File: config.mk
export PLATFORM = sky130hd
export DESIGN_NAME = sorted_fraction_table_core
export DESIGN_NICKNAME = d
export VERILOG_FILES = /design/src/hdl/sft_pkg.sv /design/src/hdl/sorted_fraction_table_core.sv
export VERILOG_INCLUDE_DIRS = /design/src /design/src/hdl
export SDC_FILE = /design/constraint.sdc
export NUM_CORES = 2
export LEC_CHECK = 0
export BUFFER_PORTS_ARGS = -buffer_cell sky130_fd_sc_hd__buf_2
export CORE_MARGIN = 4
export CORE_UTILIZATION = 50
export CTS_CLUSTER_DIAMETER = 60
export CTS_CLUSTER_SIZE = 10
export DETAILED_ROUTE_END_ITERATION = 8
export GPL_TIMING_DRIVEN = 0
export PLACE_DENSITY = 0.68
export SETUP_SLACK_MARGIN = 0.05
export SLEW_MARGIN = 0
export SYNTH_ARGS = -nofsm -noshare
export SYNTH_HDL_FRONTEND = slang
export SYNTH_SLANG_ARGS = --single-unit
File: constraint.sdc
create_clock -name clk_i -period 9.8 [get_ports clk_i]
set_clock_uncertainty 0.2 [all_clocks]
set_input_delay 0.98 -clock clk_i [delete_from_list [all_inputs] [get_ports clk_i]]
set_output_delay 0.98 -clock clk_i [all_outputs]
set_load 0.005 [all_outputs]
File: src/hdl/sorted_fraction_table_core_assert.svh
// ----------------------------------------------------------------------------
// Sorted fraction table assertion macros
// Clocked assertion shorthands shared by the table's RTL.
// ----------------------------------------------------------------------------
`ifndef SORTED_FRACTION_TABLE_CORE_ASSERT_SVH
`define SORTED_FRACTION_TABLE_CORE_ASSERT_SVH

// check a condition at every clock edge outside reset
`define SFT_ASSERT_NOW(label, cond) \
  label: assert property (@(posedge clk_i) disable iff (!rst_ni) (cond)) \
    else $error("sorted_fraction_table_core: invariant violated");

// check that a trigger is followed by a condition in the next cycle
`define SFT_ASSERT_NEXT(label, trig, cond) \
  label: assert property (@(posedge clk_i) disable iff (!rst_ni) (trig) |=> (cond)) \
    else $error("sorted_fraction_table_core: sequence violated");

`endif

File: src/hdl/sft_pkg.sv
// ----------------------------------------------------------------------------
// Sorted fraction table package
// Sizes, item types and operation codes of the sorted fraction table.
// ----------------------------------------------------------------------------
package sft_pkg;

  localparam int CAPACITY    = 32;
  localparam int VALUE_WIDTH = 16;

  localparam int ADDR_W   = $clog2(CAPACITY);
  localparam int CNT_W    = $clog2(CAPACITY + 1);
  localparam int KIND_W   = 2;
  localparam int THRESH_W = 15;
  localparam int COUNT_W  = 6;
  localparam int ENTRY_W  = 2 * VALUE_WIDTH;
  localparam int PROD_W   = 2 * VALUE_WIDTH;
  localparam int MAG_W    = VALUE_WIDTH + 1;
  localparam int CMP_W    = (MAG_W > THRESH_W) ? MAG_W : THRESH_W;
  localparam int COUNT_MAX = (1 << COUNT_W) - 1;

  localparam logic [KIND_W-1:0] KIND_INSERT = 2'd0;
  localparam logic [KIND_W-1:0] KIND_REMOVE = 2'd1;
  localparam logic [KIND_W-1:0] KIND_FILTER = 2'd2;

  localparam logic [THRESH_W-1:0] THRESH_RESET = 15'd1;

  typedef struct packed {
    logic [KIND_W-1:0]             kind;
    logic signed [VALUE_WIDTH-1:0] numerator;
    logic signed [VALUE_WIDTH-1:0] denominator;
  } sft_in_t;

  typedef struct packed {
    logic                          status;
    logic [COUNT_W-1:0]            removed_count;
    logic                          entry_valid;
    logic signed [VALUE_WIDTH-1:0] out_numerator;
    logic signed [VALUE_WIDTH-1:0] out_denominator;
    logic                          last;
  } sft_out_t;

endpackage

File: src/hdl/sorted_fraction_table_core.sv
// ----------------------------------------------------------------------------
// Sorted fraction table core
// Bounded table of signed fractions kept in ascending cross-product order.
// ----------------------------------------------------------------------------
// Usage:
//   in channel  (in_valid_i / in_stall_o / in_item_i): one item per operation,
//     kind insert, remove equal fractions or filter readout.
//   out channel (out_valid_o / out_stall_i / out_item_o): one result for an
//     insert, remove or unused kind; one result per passing entry for a
//     filter, the final one marked last, or one empty result.
//   cfg channel (cfg_valid_i / cfg_ready_o / cfg_data_i): filter threshold,
//     always ready, write only while the block is idle.
// Operation: entries sit in a single-port memory with registered read, and one
//   signed multiplier serves both cross products. An insert reads each scanned
//   entry and forms both products, reads and writes each shifted entry, then
//   places the new one; a remove or filter reads and checks each stored entry.
//   Full-table inserts go straight to the result. in_stall_o is high from
//   acceptance until the last result is loaded into the output register.
// Reset empties the table (count 0, no clearing pass) and sets threshold 1.
// A stalled receiver holds the output register; the sequencer waits on it.
// ----------------------------------------------------------------------------
module sorted_fraction_table_core
  import sft_pkg::*;
(
  input  logic                clk_i,
  input  logic                rst_ni,
  input  logic                in_valid_i,
  output logic                in_stall_o,
  input  sft_in_t             in_item_i,
  output logic                out_valid_o,
  input  logic                out_stall_i,
  output sft_out_t            out_item_o,
  input  logic                cfg_valid_i,
  output logic                cfg_ready_o,
  input  logic [THRESH_W-1:0] cfg_data_i
);

  `include "sorted_fraction_table_core_assert.svh"

  typedef enum logic [11:0] {
    ST_IDLE    = 12'b000000000001,
    ST_INS_RD  = 12'b000000000010,
    ST_INS_MA  = 12'b000000000100,
    ST_INS_MB  = 12'b000000001000,
    ST_SHF_RD  = 12'b000000010000,
    ST_SHF_WR  = 12'b000000100000,
    ST_PLACE   = 12'b000001000000,
    ST_RM_RD   = 12'b000010000000,
    ST_RM_CHK  = 12'b000100000000,
    ST_FLT_RD  = 12'b001000000000,
    ST_FLT_CHK = 12'b010000000000,
    ST_FINISH  = 12'b100000000000
  } state_e;

  state_e state_q, state_d;

  logic [CNT_W-1:0]  count_q, count_d;
  logic [CNT_W-1:0]  idx_q, idx_d;
  logic [CNT_W-1:0]  keep_q, keep_d;
  logic [CNT_W-1:0]  sh_q, sh_d;
  logic [CNT_W-1:0]  rm_q, rm_d;
  logic [KIND_W-1:0] op_q, op_d;
  logic              full_q, full_d;
  logic              pend_vld_q, pend_vld_d;
  logic              out_valid_q, out_valid_d;
  logic [THRESH_W-1:0] thr_q;

  logic signed [VALUE_WIDTH-1:0] yn_q, yn_d, yd_q, yd_d;
  logic [ENTRY_W-1:0]            pend_q, pend_d;
  logic signed [PROD_W-1:0]      prod_q, prod_d;
  sft_out_t                      out_item_q;

  logic [ENTRY_W-1:0] mem_q [CAPACITY];
  logic [ENTRY_W-1:0] rd_q;
  logic               rd_en, wr_en;
  logic [ADDR_W-1:0]  rd_addr, wr_addr;
  logic [ENTRY_W-1:0] wr_data;

  logic signed [VALUE_WIDTH-1:0] rd_num, rd_den;
  logic signed [VALUE_WIDTH-1:0] mul_a, mul_b;
  logic signed [PROD_W-1:0]      product;
  logic                          less;
  logic [MAG_W-1:0]              mag;
  logic                          flt_pass;
  logic                          out_free;
  logic                          emit;
  sft_out_t                      emit_item;
  logic [CNT_W-1:0]              idx_inc, sh_dec, keep_inc;

  assign rd_num  = rd_q[ENTRY_W-1:VALUE_WIDTH];
  assign rd_den  = rd_q[VALUE_WIDTH-1:0];
  assign product = mul_a * mul_b;
  assign less    = prod_q < product;
  assign mag     = rd_num[VALUE_WIDTH-1] ? MAG_W'(-{rd_num[VALUE_WIDTH-1], rd_num})
                                         : MAG_W'({1'b0, rd_num});
  assign flt_pass = CMP_W'(mag) > CMP_W'(thr_q);
  assign out_free = !out_valid_q || !out_stall_i;
  assign idx_inc  = CNT_W'(idx_q + 1'b1);
  assign sh_dec   = CNT_W'(sh_q - 1'b1);
  assign keep_inc = CNT_W'(keep_q + 1'b1);

  assign in_stall_o  = (state_q != ST_IDLE);
  assign cfg_ready_o = 1'b1;
  assign out_valid_o = out_valid_q;
  assign out_item_o  = out_item_q;

  always_comb begin
    state_d    = state_q;
    count_d    = count_q;
    idx_d      = idx_q;
    keep_d     = keep_q;
    sh_d       = sh_q;
    rm_d       = rm_q;
    op_d       = op_q;
    full_d     = full_q;
    pend_vld_d = pend_vld_q;
    yn_d       = yn_q;
    yd_d       = yd_q;
    pend_d     = pend_q;
    prod_d     = prod_q;
    rd_en      = 1'b0;
    rd_addr    = idx_q[ADDR_W-1:0];
    wr_en      = 1'b0;
    wr_addr    = idx_q[ADDR_W-1:0];
    wr_data    = rd_q;
    mul_a      = rd_num;
    mul_b      = yd_q;
    emit       = 1'b0;
    emit_item  = '0;
    unique case (state_q)
      ST_IDLE: begin
        if (in_valid_i) begin
          op_d       = in_item_i.kind;
          yn_d       = in_item_i.numerator;
          yd_d       = in_item_i.denominator;
          idx_d      = '0;
          keep_d     = '0;
          pend_vld_d = 1'b0;
          full_d     = 1'b0;
          state_d    = ST_FINISH;
          if (in_item_i.kind == KIND_INSERT) begin
            if (count_q == CNT_W'(CAPACITY)) begin
              full_d = 1'b1;
            end else if (count_q == '0) begin
              state_d = ST_PLACE;
            end else begin
              state_d = ST_INS_RD;
            end
          end else if (in_item_i.kind == KIND_REMOVE) begin
            rm_d = '0;
            if (count_q != '0) begin
              state_d = ST_RM_RD;
            end
          end else if (in_item_i.kind == KIND_FILTER) begin
            if (count_q != '0) begin
              state_d = ST_FLT_RD;
            end
          end
        end
      end
      ST_INS_RD: begin
        rd_en   = 1'b1;
        state_d = ST_INS_MA;
      end
      ST_INS_MA: begin
        mul_a   = rd_num;
        mul_b   = yd_q;
        prod_d  = product;
        state_d = ST_INS_MB;
      end
      ST_INS_MB: begin
        mul_a = yn_q;
        mul_b = rd_den;
        if (!less) begin
          sh_d    = count_q;
          state_d = ST_SHF_RD;
        end else begin
          idx_d   = idx_inc;
          state_d = (idx_inc == count_q) ? ST_PLACE : ST_INS_RD;
        end
      end
      ST_SHF_RD: begin
        rd_en   = 1'b1;
        rd_addr = sh_dec[ADDR_W-1:0];
        state_d = ST_SHF_WR;
      end
      ST_SHF_WR: begin
        wr_en   = 1'b1;
        wr_addr = sh_q[ADDR_W-1:0];
        sh_d    = sh_dec;
        state_d = (sh_dec == idx_q) ? ST_PLACE : ST_SHF_RD;
      end
      ST_PLACE: begin
        wr_en   = 1'b1;
        wr_data = {yn_q, yd_q};
        count_d = CNT_W'(count_q + 1'b1);
        state_d = ST_FINISH;
      end
      ST_RM_RD: begin
        rd_en   = 1'b1;
        state_d = ST_RM_CHK;
      end
      ST_RM_CHK: begin
        if (rd_q != {yn_q, yd_q}) begin
          wr_en   = 1'b1;
          wr_addr = keep_q[ADDR_W-1:0];
          keep_d  = keep_inc;
        end
        idx_d = idx_inc;
        if (idx_inc == count_q) begin
          count_d = keep_d;
          rm_d    = CNT_W'(count_q - keep_d);
          state_d = ST_FINISH;
        end else begin
          state_d = ST_RM_RD;
        end
      end
      ST_FLT_RD: begin
        rd_en   = 1'b1;
        state_d = ST_FLT_CHK;
      end
      ST_FLT_CHK: begin
        if (!(flt_pass && pend_vld_q && !out_free)) begin
          if (flt_pass) begin
            if (pend_vld_q) begin
              emit                      = 1'b1;
              emit_item.entry_valid     = 1'b1;
              emit_item.out_numerator   = pend_q[ENTRY_W-1:VALUE_WIDTH];
              emit_item.out_denominator = pend_q[VALUE_WIDTH-1:0];
            end
            pend_d     = rd_q;
            pend_vld_d = 1'b1;
          end
          idx_d   = idx_inc;
          state_d = (idx_inc == count_q) ? ST_FINISH : ST_FLT_RD;
        end
      end
      ST_FINISH: begin
        if (out_free) begin
          emit           = 1'b1;
          emit_item.last = 1'b1;
          if (op_q == KIND_INSERT) begin
            emit_item.status = full_q;
          end else if (op_q == KIND_REMOVE) begin
            emit_item.removed_count = (32'(rm_q) > COUNT_MAX) ? COUNT_W'(COUNT_MAX)
                                                              : COUNT_W'(rm_q);
          end else if (op_q == KIND_FILTER && pend_vld_q) begin
            emit_item.entry_valid     = 1'b1;
            emit_item.out_numerator   = pend_q[ENTRY_W-1:VALUE_WIDTH];
            emit_item.out_denominator = pend_q[VALUE_WIDTH-1:0];
          end
          state_d = ST_IDLE;
        end
      end
      default: begin
        state_d = ST_IDLE;
      end
    endcase
  end

  assign out_valid_d = emit || (out_valid_q && out_stall_i);

  always_ff @(posedge clk_i or negedge rst_ni) begin
    if (!rst_ni) begin
      state_q     <= ST_IDLE;
      count_q     <= '0;
      idx_q       <= '0;
      keep_q      <= '0;
      sh_q        <= '0;
      rm_q        <= '0;
      op_q        <= KIND_INSERT;
      full_q      <= 1'b0;
      pend_vld_q  <= 1'b0;
      out_valid_q <= 1'b0;
      thr_q       <= THRESH_RESET;
    end else begin
      state_q     <= state_d;
      count_q     <= count_d;
      idx_q       <= idx_d;
      keep_q      <= keep_d;
      sh_q        <= sh_d;
      rm_q        <= rm_d;
      op_q        <= op_d;
      full_q      <= full_d;
      pend_vld_q  <= pend_vld_d;
      out_valid_q <= out_valid_d;
      if (cfg_valid_i && cfg_ready_o) begin
        thr_q <= cfg_data_i;
      end
    end
  end

  always_ff @(posedge clk_i) begin
    yn_q   <= yn_d;
    yd_q   <= yd_d;
    pend_q <= pend_d;
    prod_q <= prod_d;
    if (emit) begin
      out_item_q <= emit_item;
    end
  end

  always_ff @(posedge clk_i) begin
    if (wr_en) begin
      mem_q[wr_addr] <= wr_data;
    end
    if (rd_en) begin
      rd_q <= mem_q[rd_addr];
    end
  end

  `SFT_ASSERT_NOW(a_count_bound, count_q <= CNT_W'(CAPACITY))
  `SFT_ASSERT_NOW(a_shift_above_pos,
                  (state_q == ST_SHF_RD || state_q == ST_SHF_WR) -> (sh_q > idx_q))
  `SFT_ASSERT_NOW(a_keep_behind_scan, (state_q == ST_RM_CHK) -> (keep_q <= idx_q))
  `SFT_ASSERT_NOW(a_write_in_table, wr_en -> (32'(wr_addr) <= 32'(count_q)))
  `SFT_ASSERT_NEXT(a_filter_waits,
                   state_q == ST_FLT_CHK && flt_pass && pend_vld_q && !out_free,
                   state_q == ST_FLT_CHK)

endmodule

==> metrics.txt <==
status finished, violations left; violated checks negative setup slack; clock sink total 1255; global route overflow 0; Slowest-stage cell, CP fa_1; worst skew pair latency 0.77 ns; Pre-antenna DRT Iters 6; initial antenna violation count 4; fin worst setup slack -0.0538 ns; die width 357 um; detailed router's first-iteration violation count 3743; clock tree buffer depth 3; I/O Pins 98; YS warnings 0; Setup-failing EPs final 1; Die Y between 300 and 400 um; Yosys reg bits 1255; RSZ-0062 raised after global routing true; CP Launch Type flip-flop; Avg Inst Size Synth around 16 um^2; CP dominant cell by count fa_1; Rel. slew slack approximately 5.7%; layout net count approximately 4600; Worst EP arrival between 10 and 15 ns; Min-Delay Path Class input port to asynchronous set/reset pin; Final Max Slew Viols 0; final WL 157 mm; FFs w/ async S/R, synth between 4 and 5%; Synth Flop Type edfxtp_1; fmax 101 MHz; share of layout cells above drive strength 1 25.0%; Worst-Margin Slew 1.40 ns; Initial Util 50.6%; min Tclk post-route around 9.9 ns; CP max FO 4; max-capacitance violation count 0; overall routing resource usage 24.8%; number of enable flip-flop cells after synthesis 1193; DIE AREA 0.128 mm^2; Placer Congestion ~0.95; Yosys cell types 83; post-synthesis sequential area ratio 61.3%; Placement Rows around 130; Worst-path clk slew 0.06 ns; Vias/cell about 5.9; Final ANT Viol Nets 0; CTS tree done; fin crit share 101%; Buffers on Ports 95; synthesized cell area 0.0609 mm^2; Gate Count Post-Synth about 3800; DRC 0; routed via count 34500; WS Path Type flip-flop to flip-flop; Util after Layout 58.9%; core area 0.120 mm^2; Setup TNS Final -0.0538 ns; cts bufs inserted 148; Hold Fails Final Rpt 0; fill cell total of the finished layout 9098; Req. time, crit path 10.24 ns; # H-tree levels 4; wire length per cell 26.8 um; P&R area growth vs syn 16.5%; DP Wirelength 108 mm; Root Driver clkbuf_16; Crit. End Element flip-flop; first-pass GRT wire length 232 mm; vias in the first global route around 35000; CP max stage delay 0.56 ns; largest net degree at the start of global routing 63; syn_nets 4250
## synth_stat cells (15+ instances only)
cell type  number  area [um^2]
a221oi_2       32          480
nor3_1         19         95.1
buf_4          16          120
a21oi_1        47          235
xor2_1         21          184
a21o_1         19          143
clkbuf_1       70          263
a32o_1         32          320
mux2_2         39          439
nand4_1        22          138
mux2i_1       132         1320
ha_1          138         1730
nor2_1        230          863
o21ai_0        75          375
fa_1          263         5270
inv_1         354         1330
buf_2          40          200
o21a_1         15          113
and2_1         50          313
edfxtp_1     1193        35800
nand2_1       343         1290
xnor2_1        88          771
nand3_1        34          170
mux4_2        256         5770
dfrtp_1        60         1500
## cell usage in the layout (no fill, tap or decap), drive strengths merged, types with 10 or more instances in the layout
cell type and n:
a21o 19, a21oi 50, a221oi 34, a32o 32, and2 51, and3 10, buf 317, clkbuf 231
clkinv 11, dfrtp 60, edfxtp 1193, fa 263, ha 138, inv 362, mux2 39, mux2i 132
mux4 256, nand2 343, nand3 34, nand4 23, nor2 232, nor3 22, o21a 15, o21ai 77
o31ai 14, or2 11, xnor2 88, xor2 21
## cell families (layout without fill, tap and decap cells)
| logic type | after synthesis | count (layout) | share of synthesized area, % |
|---|---|---|---|
| adder cells (fa/ha/maj) | 401 | 401 | 11.5 |
| buffers and inverters | 500 | 927 | 3.42 |
| AND/OR/NAND/NOR | 799 | 799 | 6.00 |
| XOR/XNOR | 109 | 109 | 1.57 |
| multiplexers | 427 | 427 | 12.3 |
| AO/OA/AOI/OAI | 303 | 303 | 3.86 |
| other | 1 | 3 | 0.00615 |
| flip-flops | 1255 | 1255 | 61.3 |
## what timing repair did
item,4_1_cts,5_1_grt
pin swaps,45,67
resized for setup,228,106
setup buffers,66,43
cloned,1,1
hold buffers,0,0
endpoints found under the setup margin,15,15
## state kept, by name (all words and copies together) (netlist names), 6 cells and up
signal,count
count_q,6
idx_q,6
keep_q,6
mem_q,1024
out_item_o,41
pend_q,32
prod_q,32
rd_q,32
rm_q,6
sh_q,6
state_q,12
thr_q,15
yd_q,16
yn_q,16
## worst max-delay path: cells and delay by family (launching register included)
family / cells / cell delay (ns)
AO/OA/AOI/OAI: 7 / 1.87
AND/OR/NAND/NOR: 11 / 1.87
buffers and inverters: 9 / 1.23
adder cells (fa/ha/maj): 8 / 3.67
multiplexers: 1 / 0.31
XOR/XNOR: 1 / 0.15
flip-flops: 1 / 0.38
## worst paths after layout
check / start / to / slack, ns / depth (start not counted)
hold reg to reg: rd_q[27]$_DFFE_PP_ / pend_q[27]$_DFFE_PP_ / 0.24 / 0
hold / removal: rst_ni / keep_q[1]$_DFFE_PN0P_ / 0.13 / 1
max in group asynchronous: rst_ni / state_q[2]$_DFFE_PN0P_ / 8.64 / 1
setup reg to reg: state_q[4]$_DFFE_PN0P_ / sh_q[2]$_DFFE_PN0P_ / -0.05 / 37
min in group clk_i: in_item_i[16] / yn_q[0]$_DFFE_PP_ / 0.19 / 1
setup / recovery: state_q[4]$_DFFE_PN0P_ / sh_q[2]$_DFFE_PN0P_ / -0.05 / 37
## cell type report
class / instances / area (um^2) / share of cell area (%)
clock inverters: 25 / 454 / 0.640
inverters: 354 / 1340 / 1.88
diodes: 2 / 5.00 / 0.00705
clock buffers: 167 / 3800 / 5.35
flip-flops and latches: 1255 / 37400 / 52.7
plain buffers: 143 / 956 / 1.35
well taps: 1612 / 2020 / 2.84
multi-input cells: 2040 / 22900 / 32.2
repair buffers: 238 / 2170 / 3.06
## through the flow
step                instances  area [um^2]  hold WS [ns]  worst slack, ns
finish                   5836        71000         0.130          -0.0538
floorplan                3795        61000         0.221            0.118
global placement         5502        63500         0.228            -2.59
global route             5836        71000         0.156           -0.335
CTS                      5796        70300         0.138           -0.237
detailed placement       5538        64500         0.232            -2.67
## layer usage
metal  GRT usage [%]  part of all wire (%)  vias to the layer above
met2            39.8                    48                     1559
li1                -                     -                    14800
met4            9.76                   4.2                        0
met5               0                     0                        -
met3            4.38                   7.5                      340
met1            34.3                    40                    17800
Power is not shown: default switching activity piles up to over one toggle a cycle in this logic, so the estimate is an artifact.
